<file path="src/hdl/mmp_pkg.sv">
// ----------------------------------------------------------------------------
// MIDI message parser package
// Shared byte types, status codes and parser states.
// ----------------------------------------------------------------------------
package mmp_pkg;

  typedef logic [7:0] midi_byte_t;
  typedef logic [6:0] midi_data_t;
  typedef logic [6:0] midi_len_t;

  localparam midi_byte_t ST_STATUS_MIN = 8'h80;
  localparam midi_byte_t ST_CHAN_MAX   = 8'hEF;
  localparam midi_byte_t ST_SYSEX      = 8'hF0;
  localparam midi_byte_t ST_SYSEX_END  = 8'hF7;
  localparam midi_byte_t ST_REALTIME   = 8'hF8;

  localparam logic [3:0] HI_PROGRAM  = 4'hC;
  localparam logic [3:0] HI_PRESSURE = 4'hD;

  localparam midi_len_t LEN_ONE   = 7'd1;
  localparam midi_len_t LEN_TWO   = 7'd2;
  localparam midi_len_t LEN_THREE = 7'd3;

  typedef enum logic [3:0] {
    PS_IDLE  = 4'b0001,
    PS_CHAN  = 4'b0010,
    PS_SYSEX = 4'b0100,
    PS_RUN   = 4'b1000
  } parse_state_t;

endpackage

</file>
<file path="src/hdl/mmp_if.sv">
// ----------------------------------------------------------------------------
// MIDI message parser channels
// Valid/ready channels for received bytes and for parsed message words.
// ----------------------------------------------------------------------------
interface mmp_in_if
  import mmp_pkg::*;
  ();
  logic       valid;
  logic       ready;
  midi_byte_t rx_byte;

  modport source (output valid, output rx_byte, input ready);
  modport sink (input valid, input rx_byte, output ready);
endinterface

interface mmp_out_if
  import mmp_pkg::*;
  ();
  logic       valid;
  logic       ready;
  midi_byte_t msg_status;
  midi_data_t msg_data1;
  midi_data_t msg_data2;
  midi_len_t  msg_length;
  midi_byte_t sysex_byte;
  logic       last_of_run;
  logic       overflow;

  modport source (output valid, output msg_status, output msg_data1, output msg_data2,
                  output msg_length, output sysex_byte, output last_of_run,
                  output overflow, input ready);
  modport sink (input valid, input msg_status, input msg_data1, input msg_data2,
                input msg_length, input sysex_byte, input last_of_run,
                input overflow, output ready);
endinterface

</file>
<file path="src/hdl/midi_message_parser.sv">
// ----------------------------------------------------------------------------
// MIDI message parser
// Assembles channel, system and system exclusive messages from received bytes.
// ----------------------------------------------------------------------------
// Timing: a channel or single-byte message word is valid in the cycle after its
// last byte is accepted; 0xF7 enters PS_RUN, which registers the run's words.
// Throughput: one byte per cycle outside a run while the output is free; a run
// holds the input, one word per cycle from the read port while output is free.
// Reset: synchronous rst_n clears the parser and output valid; the buffer is
// not cleared, since every entry is written before it is read.
module midi_message_parser
  import mmp_pkg::*;
#(
  parameter int SYSEX_DEPTH = 64
) (
  input  logic           clk,
  input  logic           rst_n,
  mmp_in_if.sink         in_ch,
  mmp_out_if.source      out_ch
);

  localparam int AW = $clog2(SYSEX_DEPTH);
  localparam int LW = $clog2(SYSEX_DEPTH + 1);

  parse_state_t   st_r, st_nxt;
  midi_byte_t     held_r, held_nxt;
  midi_data_t     first_r, first_nxt;
  logic           two_r, two_nxt;
  logic           seen_r, seen_nxt;
  logic [AW-1:0]  slen_r, slen_nxt;
  logic           drop_r, drop_nxt;
  logic [LW-1:0]  run_len_r, run_len_nxt;
  logic [AW-1:0]  idx_r, idx_nxt;

  logic           out_valid_r, out_valid_nxt;
  midi_byte_t     out_status_r;
  midi_data_t     out_d1_r;
  midi_data_t     out_d2_r;
  midi_len_t      out_len_r;
  logic           out_last_r;
  logic           out_ovf_r;
  logic           out_sx_r;

  logic           out_free;
  logic           in_acc;
  logic           as_idle;
  logic           is_last;
  midi_byte_t     rx;

  logic           load;
  midi_byte_t     ld_status;
  midi_data_t     ld_d1;
  midi_data_t     ld_d2;
  midi_len_t      ld_len;
  logic           ld_last;
  logic           ld_ovf;
  logic           ld_sx;

  logic           ram_we;
  logic [AW-1:0]  ram_waddr;
  logic           ram_re;
  midi_byte_t     ram_rdata;

  assign rx       = in_ch.rx_byte;
  assign out_free = !out_valid_r || out_ch.ready;
  assign in_ch.ready = (st_r != PS_RUN) && out_free;
  assign in_acc   = in_ch.valid && in_ch.ready;
  assign is_last  = (LW'(idx_r) + LW'(1)) == run_len_r;

  always_comb begin
    st_nxt      = st_r;
    held_nxt    = held_r;
    first_nxt   = first_r;
    two_nxt     = two_r;
    seen_nxt    = seen_r;
    slen_nxt    = slen_r;
    drop_nxt    = drop_r;
    run_len_nxt = run_len_r;
    idx_nxt     = idx_r;
    ram_we      = 1'b0;
    ram_waddr   = slen_r;
    ram_re      = 1'b0;
    as_idle     = 1'b0;
    load        = 1'b0;
    ld_status   = rx;
    ld_d1       = '0;
    ld_d2       = '0;
    ld_len      = LEN_ONE;
    ld_last     = 1'b1;
    ld_ovf      = 1'b0;
    ld_sx       = 1'b0;

    case (st_r)
      PS_IDLE: begin
        if (in_acc) begin
          as_idle = 1'b1;
        end
      end
      PS_CHAN: begin
        if (in_acc) begin
          if (rx >= ST_REALTIME) begin
            load = 1'b1;
          end else if (rx[7]) begin
            as_idle = 1'b1;
          end else if (!seen_r && two_r) begin
            first_nxt = rx[6:0];
            seen_nxt  = 1'b1;
          end else begin
            load      = 1'b1;
            ld_status = held_r;
            if (two_r) begin
              ld_d1  = first_r;
              ld_d2  = rx[6:0];
              ld_len = LEN_THREE;
            end else begin
              ld_d1  = rx[6:0];
              ld_len = LEN_TWO;
            end
            st_nxt   = PS_IDLE;
            seen_nxt = 1'b0;
          end
        end
      end
      PS_SYSEX: begin
        if (in_acc) begin
          if (rx >= ST_REALTIME) begin
            load = 1'b1;
          end else if (rx == ST_SYSEX_END) begin
            ram_we      = 1'b1;
            run_len_nxt = LW'(slen_r) + LW'(1);
            idx_nxt     = '0;
            st_nxt      = PS_RUN;
          end else if (rx[7]) begin
            slen_nxt = '0;
            drop_nxt = 1'b0;
            as_idle  = 1'b1;
          end else if (slen_r != AW'(SYSEX_DEPTH - 1)) begin
            ram_we   = 1'b1;
            slen_nxt = slen_r + AW'(1);
          end else begin
            drop_nxt = 1'b1;
          end
        end
      end
      PS_RUN: begin
        if (out_free) begin
          ram_re    = 1'b1;
          load      = 1'b1;
          ld_status = ST_SYSEX;
          ld_len    = midi_len_t'(run_len_r);
          ld_last   = is_last;
          ld_ovf    = drop_r;
          ld_sx     = 1'b1;
          if (is_last) begin
            st_nxt   = PS_IDLE;
            slen_nxt = '0;
            drop_nxt = 1'b0;
          end else begin
            idx_nxt = idx_r + AW'(1);
          end
        end
      end
      default: begin
        st_nxt = PS_IDLE;
      end
    endcase

    if (as_idle) begin
      st_nxt = PS_IDLE;
      if (rx inside {[ST_STATUS_MIN:ST_CHAN_MAX]}) begin
        held_nxt  = rx;
        first_nxt = '0;
        seen_nxt  = 1'b0;
        two_nxt   = !((rx[7:4] == HI_PROGRAM) || (rx[7:4] == HI_PRESSURE));
        st_nxt    = PS_CHAN;
      end else if (rx == ST_SYSEX) begin
        ram_we    = 1'b1;
        ram_waddr = '0;
        slen_nxt  = AW'(1);
        drop_nxt  = 1'b0;
        st_nxt    = PS_SYSEX;
      end else if (rx[7]) begin
        load = 1'b1;
      end
    end
  end

  assign out_valid_nxt = load ? 1'b1 : (out_ch.ready ? 1'b0 : out_valid_r);

  always_ff @(posedge clk) begin
    if (!rst_n) begin
      st_r        <= PS_IDLE;
      held_r      <= '0;
      first_r     <= '0;
      two_r       <= 1'b0;
      seen_r      <= 1'b0;
      slen_r      <= '0;
      drop_r      <= 1'b0;
      run_len_r   <= '0;
      idx_r       <= '0;
      out_valid_r <= 1'b0;
      out_sx_r    <= 1'b0;
    end else begin
      st_r        <= st_nxt;
      held_r      <= held_nxt;
      first_r     <= first_nxt;
      two_r       <= two_nxt;
      seen_r      <= seen_nxt;
      slen_r      <= slen_nxt;
      drop_r      <= drop_nxt;
      run_len_r   <= run_len_nxt;
      idx_r       <= idx_nxt;
      out_valid_r <= out_valid_nxt;
      if (load) begin
        out_sx_r <= ld_sx;
      end
    end
  end

  always_ff @(posedge clk) begin
    if (load) begin
      out_status_r <= ld_status;
      out_d1_r     <= ld_d1;
      out_d2_r     <= ld_d2;
      out_len_r    <= ld_len;
      out_last_r   <= ld_last;
      out_ovf_r    <= ld_ovf;
    end
  end

  mmp_sysex_ram #(
    .DEPTH (SYSEX_DEPTH),
    .AW    (AW)
  ) u_sysex_ram (
    .clk   (clk),
    .we    (ram_we),
    .waddr (ram_waddr),
    .wdata (rx),
    .re    (ram_re),
    .raddr (idx_r),
    .rdata (ram_rdata)
  );

  assign out_ch.valid       = out_valid_r;
  assign out_ch.msg_status  = out_status_r;
  assign out_ch.msg_data1   = out_d1_r;
  assign out_ch.msg_data2   = out_d2_r;
  assign out_ch.msg_length  = out_len_r;
  assign out_ch.sysex_byte  = out_sx_r ? ram_rdata : '0;
  assign out_ch.last_of_run = out_last_r;
  assign out_ch.overflow    = out_ovf_r;

  a_run_status: assert property (@(posedge clk) disable iff (!rst_n)
    (out_valid_r && out_sx_r) |-> (out_status_r == ST_SYSEX))
    else $error("System exclusive word without sysex status.");

  a_run_index: assert property (@(posedge clk) disable iff (!rst_n)
    (st_r == PS_RUN) |-> ((LW'(idx_r) < run_len_r) && (run_len_r != '0)))
    else $error("Run index beyond run length.");

  a_slen_range: assert property (@(posedge clk) disable iff (!rst_n)
    slen_r <= AW'(SYSEX_DEPTH - 1))
    else $error("System exclusive count past the end slot.");

  a_end_starts_run: assert property (@(posedge clk) disable iff (!rst_n)
    (in_acc && (st_r == PS_SYSEX) && (rx == ST_SYSEX_END)) |=> (st_r == PS_RUN))
    else $error("End of system exclusive did not start a run.");

endmodule

</file>
<file path="src/hdl/mmp_sysex_ram.sv">
// ----------------------------------------------------------------------------
// System exclusive buffer
// One write port and one read port with a registered read word.
// ----------------------------------------------------------------------------
module mmp_sysex_ram
  import mmp_pkg::*;
#(
  parameter int DEPTH = 64,
  parameter int AW    = 6
) (
  input  logic            clk,
  input  logic            we,
  input  logic [AW-1:0]   waddr,
  input  midi_byte_t      wdata,
  input  logic            re,
  input  logic [AW-1:0]   raddr,
  output midi_byte_t      rdata
);

  midi_byte_t mem_r [DEPTH];
  midi_byte_t rdata_r;

  always_ff @(posedge clk) begin
    if (we) begin
      mem_r[waddr] <= wdata;
    end
  end

  always_ff @(posedge clk) begin
    if (re) begin
      rdata_r <= mem_r[raddr];
    end
  end

  assign rdata = rdata_r;

endmodule

</file>
<file path="src/flat_wrapper.sv">
// flat-port wrapper written by rule: the top's interface ports become plain ports
module midi_message_parser_flat import mmp_pkg::*;
#(
  parameter int SYSEX_DEPTH = 64
)
  (clk, rst_n, in_ch_valid, in_ch_rx_byte, in_ch_ready, out_ch_valid, out_ch_msg_status, out_ch_msg_data1, out_ch_msg_data2, out_ch_msg_length, out_ch_sysex_byte, out_ch_last_of_run, out_ch_overflow, out_ch_ready);
  mmp_in_if in_ch_i ();
  mmp_out_if out_ch_i ();
  input  logic clk;
  input  logic rst_n;
  input wire logic [$bits(in_ch_i.valid)-1:0] in_ch_valid;
  input wire logic [$bits(in_ch_i.rx_byte)-1:0] in_ch_rx_byte;
  output wire logic [$bits(in_ch_i.ready)-1:0] in_ch_ready;
  output wire logic [$bits(out_ch_i.valid)-1:0] out_ch_valid;
  output wire logic [$bits(out_ch_i.msg_status)-1:0] out_ch_msg_status;
  output wire logic [$bits(out_ch_i.msg_data1)-1:0] out_ch_msg_data1;
  output wire logic [$bits(out_ch_i.msg_data2)-1:0] out_ch_msg_data2;
  output wire logic [$bits(out_ch_i.msg_length)-1:0] out_ch_msg_length;
  output wire logic [$bits(out_ch_i.sysex_byte)-1:0] out_ch_sysex_byte;
  output wire logic [$bits(out_ch_i.last_of_run)-1:0] out_ch_last_of_run;
  output wire logic [$bits(out_ch_i.overflow)-1:0] out_ch_overflow;
  input wire logic [$bits(out_ch_i.ready)-1:0] out_ch_ready;
  assign in_ch_i.valid = in_ch_valid;
  assign in_ch_i.rx_byte = in_ch_rx_byte;
  assign in_ch_ready = in_ch_i.ready;
  assign out_ch_valid = out_ch_i.valid;
  assign out_ch_msg_status = out_ch_i.msg_status;
  assign out_ch_msg_data1 = out_ch_i.msg_data1;
  assign out_ch_msg_data2 = out_ch_i.msg_data2;
  assign out_ch_msg_length = out_ch_i.msg_length;
  assign out_ch_sysex_byte = out_ch_i.sysex_byte;
  assign out_ch_last_of_run = out_ch_i.last_of_run;
  assign out_ch_overflow = out_ch_i.overflow;
  assign out_ch_i.ready = out_ch_ready;
  midi_message_parser #(.SYSEX_DEPTH(SYSEX_DEPTH)) u_core (.clk(clk), .rst_n(rst_n), .in_ch(in_ch_i), .out_ch(out_ch_i));
endmodule
</file>
<file path="config.mk">
export PLATFORM = sky130hd
export DESIGN_NAME = midi_message_parser_flat
export DESIGN_NICKNAME = d
export VERILOG_FILES = /design/src/hdl/mmp_pkg.sv /design/src/hdl/mmp_if.sv /design/src/hdl/midi_message_parser.sv /design/src/hdl/mmp_sysex_ram.sv /design/src/flat_wrapper.sv
export SDC_FILE = /design/constraint.sdc
export NUM_CORES = 1
export LEC_CHECK = 0
export BUFFER_PORTS_ARGS = -buffer_cell sky130_fd_sc_hd__buf_2
export CORE_MARGIN = 2
export CORE_UTILIZATION = 50
export DETAILED_ROUTE_END_ITERATION = 7
export PLACE_DENSITY = 0.66
export SLEW_MARGIN = 0
export SYNTH_ARGS = -nofsm -noshare
export SYNTH_HDL_FRONTEND = slang
export SYNTH_SLANG_ARGS = --single-unit
</file>
<file path="constraint.sdc">
create_clock -name clk -period 2.7 [get_ports clk]
set_input_delay 0.135 -clock clk [delete_from_list [all_inputs] [get_ports clk]]
set_output_delay 0.135 -clock clk [all_outputs]
set_load 0.03 [all_outputs]
</file>
==> impl_metrics.csv <==
group,metric,value,unit
placed_design,dpl.hpwl,36240,microns
power_and_ir_drop,p_int,14.44,mW
cts,clockBufferDepth,3,
setup_path,worstSetupPathType,"reg2reg",
yosys,async_flop_share,0,
power_and_ir_drop,p_total,18.04,mW
detailed_routing,wl_met1,23680,microns
setup_path,crit_path_end_kind,"flop",
yosys,ys_warn_count,0,
yosys,syn_nets,1243,
final_layout,post-route-util,0.5963,
detailed_routing,ant_nets,0,
global_route,grt_first_pass_wirelength,83030,microns
final_layout,finish.net_count,1445,
timing,finalSetupViolCount,0,
cts,clock_latency,620,ps
yosys,synth.most_common_cell,"edfxtp_1",
floorplan,io_pins,53,
detailed_routing,vias,12700,
final_layout,area_growth,17.26,%
timing,max_freq,373.0,MHz
timing,drv_slew,0,
yosys,synth_top_cell_area_share,0.6974,
setup_path,start_kind,"flop",
setup_path,cp_slowest_stage_delay,720,ps
setup_path,cp_slowest_cell,"or4_4",
floorplan,initial_core_util,0.5085,
global_route,first_global_vias,12560,
setup_path,worst_r2r_endpoint,"u_core.u_sysex_ram.mem_r[12][7]",
global_route,antenna_found_initial,4,
yosys,synth_area,23720,sq um
setup_path,path_depth,6,
yosys,ys_types,66,
yosys,netlist_instances,1229,
outcome,violations,"DRC",
min_path,hold_class,"in2reg",
yosys,synth_top_area_cell,"edfxtp_1",
detailed_routing,routedWlPerCell,26.60,microns
yosys,synth_area_leaders,"edfxtp_1 (70%), mux4_2 (15%), dfxtp_1 (3.6%)",
detailed_routing,wl_met3,4491,microns
timing,tightest_slew,871.3,ps
cts,clock-sinks,594,
setup_path,r2r_setup_slack,20,ps
timing,layout_min_cycle_time,2681,ps
power_and_ir_drop,pwr-share-seq,0.558,
cts,cts_tree,"built",
detailed_routing,drt_pass1_iterations,7,
timing,relSlewSlack,0.4185,
yosys,synth_edf_count,551,
setup_path,rr_worst_depth,6,
timing,fin_skew,20.37,ps
power_and_ir_drop,pwr_density_cell,648.3,nW/um^2
min_path,holdPathStages,2,
floorplan,dieArea,49210,sq um
detailed_routing,top_layer_used,"met5",
global_route,grt_max_degree,70,
cts,root_buffer,"clkbuf_16",
power_and_ir_drop,clock_power_share,0.422,
detailed_routing,route.met2.wl,25670,microns
power_and_ir_drop,p_sw_frac,0.1992,
setup_path,critPathMaxFanout,15,
setup_path,cp.buffers_inverters,2,
timing,period_share,0.9929,
yosys,ys_seq_area_frac,0.7337,
placed_design,portBuffers,52,
setup_path,worstReg2RegStart,"u_core.st_r[3]",
yosys,synth-seq-cells,594,
setup_path,arrival,2990,ps
global_route,grtUsageTotal,0.2299,
min_path,holdPathEnd,"u_core.u_sysex_ram.mem_r[63][5]",
yosys,synthTopCellsByCount,"edfxtp_1 (551), mux4_2 (160), nor2_1 (95)",
final_layout,drive_gt1_frac,0.3462,
min_path,min_from,"in_ch_rx_byte[5]",
detailed_routing,drt-total-wl,55400,microns
power_and_ir_drop,leakagePower,8.927,nW
outcome,status,"finished, violations left",
flow_run,max-cap-violations,0,
final_layout,diodes,0,
power_and_ir_drop,ir_worst_vdd,481.7,uV
timing,rsz0062_at_grt,"yes",
final_layout,n_fill_cell,3380,
global_route,overflow,0,
setup_path,worstPathRequired,3010,ps
detailed_routing,drc_errors,6,
cts,htree_levels,2,
floorplan,num_rows,79,
cts,numCtsBuffers,59,
detailed_routing,dr.first_iter.drc_count,1573,
power_and_ir_drop,switchingPower,3.592,mW
timing,holdWs,63.62,ps
floorplan,coreArea,46650,sq um
power_and_ir_drop,combPwrFrac,0.020,
placed_design,gp_congestion,0.9155,
yosys,synth_area_per_cell,19.30,sq um
setup_path,critPathTopFamily,"simple AND/OR/NAND/NOR gates",
detailed_routing,routed_via_density,6.096,
floorplan,die_w,221.8,microns
cts,path_clk_slew,60,ps
yosys,yosys_most_used_dff,"edfxtp_1",
floorplan,die_y,221.8,microns
setup_path,crit_chain,"or4b_4 > or4_4 > or2_4 > buf_4 > nor2_1 > buf_6",
timing,hold_violations,0,
==> area by class of cell <==
| type | instances | area [sq um] | share of cell area |
|---|---|---|---|
| sequential | 594 | 17420 | 0.6261 |
| multi-input combinational | 561 | 6215 | 0.2234 |
| timing repair buffer | 211 | 1624 | 0.05838 |
| clock buffer | 69 | 1524 | 0.05478 |
| tap | 607 | 759.5 | 0.02730 |
| clock inverter | 37 | 262.8 | 0.009445 |
| inverter | 4 | 15.01 | 0.0005397 |
==> power groups by stage <==
stage	combinational (mW)	sequential (mW)	clock (mW)
after floorplan	0.102	10.3	0
after global placement	0.341	10.3	0
after detailed placement	0.352	10.3	0
after CTS	0.359	10.1	7.74
after global routing	0.390	10.1	8.10
final	0.365	10.1	7.61
==> per-stage QoR <==
step	cell area [sq um]	setup WS, ps	setup TNS (ps)	cells
2_1_floorplan	23740	-113.2	-18110	1229
3_3_place_gp	25750	-462.6	-46450	1971
3_5_place_dp	25750	-560.6	-61210	1971
4_1_cts	27690	-277.6	-8723	2082
5_1_grt	27820	-50.67	-1226	2083
6_report	27820	19.26	0	2083
==> metal layers <==
layer  GRT usage  vias to the layer above
met1      0.3395                     6630
li1            -                     5443
met2      0.3505                      542
met5     0.03421                        -
met3     0.04413                       79
met4     0.06582                        4
==> worst max-delay path by stage <==
stage | to | from | slack [ps]
after floorplan | u_core.u_sysex_ram.mem_r[15][0] | u_core.st_r[2] | -110
after global placement | u_core.u_sysex_ram.mem_r[19][2] | in_ch_rx_byte[6] | -460
after detailed placement | u_core.u_sysex_ram.mem_r[18][6] | in_ch_rx_byte[5] | -560
after CTS | u_core.u_sysex_ram.mem_r[26][1] | u_core.st_r[1] | -280
after global routing | u_core.u_sysex_ram.mem_r[12][7] | u_core.st_r[3] | -50
final | u_core.u_sysex_ram.mem_r[12][7] | u_core.st_r[3] | 20
==> worst register-to-register path, delay by kind of cell, from the launching register on <==
family,cells,cell delay (ps)
flip-flops,1,320
AND/OR/NAND/NOR,4,1750
buffers and inverters,2,320
==> what timing repair did <==
action / 4_1_cts / 5_1_grt
hold buffers: 5 / 0
gates cloned: 0 / 0
pin swaps: 0 / 5
resized for setup: 23 / 27
endpoints found under the hold margin: 25 / 0
setup endpoints to repair: 169 / 325
setup buffers: 0 / 1
==> sequential cells by signal (all words and copies together), names as in the netlist <==
| name | flops |
|---|---|
| u_core.u_sysex_ram.mem_r | 512 |
| u_core.two_r | 1 |
| u_core.run_len_r | 7 |
| u_core.slen_r | 6 |
| u_core.out_ch.msg_data1 | 7 |
| u_core.idx_r | 6 |
| u_core.out_ch.valid | 1 |
| u_core.out_ch.msg_status | 8 |
| u_core.first_r | 7 |
| u_core.drop_r | 1 |
| u_core.out_ch.msg_data2 | 7 |
| u_core.out_ch.msg_length | 7 |
| u_core.seen_r | 1 |
| u_core.out_ch.last_of_run | 1 |
| u_core.u_sysex_ram.rdata | 8 |
| u_core.st_r | 4 |
| u_core.out_ch.overflow | 1 |
| u_core.held_r | 8 |
| u_core.out_sx_r | 1 |
==> cells by family (layout without fill, tap and decap cells) <==
kind of cell    after synthesis  count (layout)  synth area share
simple gates                280             280           0.06012
buf+inv                      74             321           0.01424
xor+xnor                     12              12          0.004430
compound gates               85              85           0.02526
fa+ha+maj                     2               2          0.001055
flops                       594             594            0.7337
mux                         182             182            0.1612
==> cells in the final DEF (no fill, tap or decap), types with 7 or more instances in the layout <==
cell type	netlist	routed
xnor2_1	7	7
clkinv_1	0	14
clkbuf_16	0	59
a22oi_1	17	13
nor2_1	95	84
a21oi_1	18	18
edfxtp_1	551	551
clkinv_2	0	14
clkbuf_1	30	9
dfxtp_1	43	38
mux2i_1	22	22
buf_12	0	12
and2_1	12	12
nor3_1	25	11
nor3_2	0	9
nor2b_1	7	7
nand4_1	7	7
o21ai_0	10	10
and3_1	21	21
buf_4	2	140
nand2_1	44	44
nand3_1	28	26
a31oi_1	7	7
buf_2	30	52
mux4_2	160	160
Power figures use the tool's default switching activity.
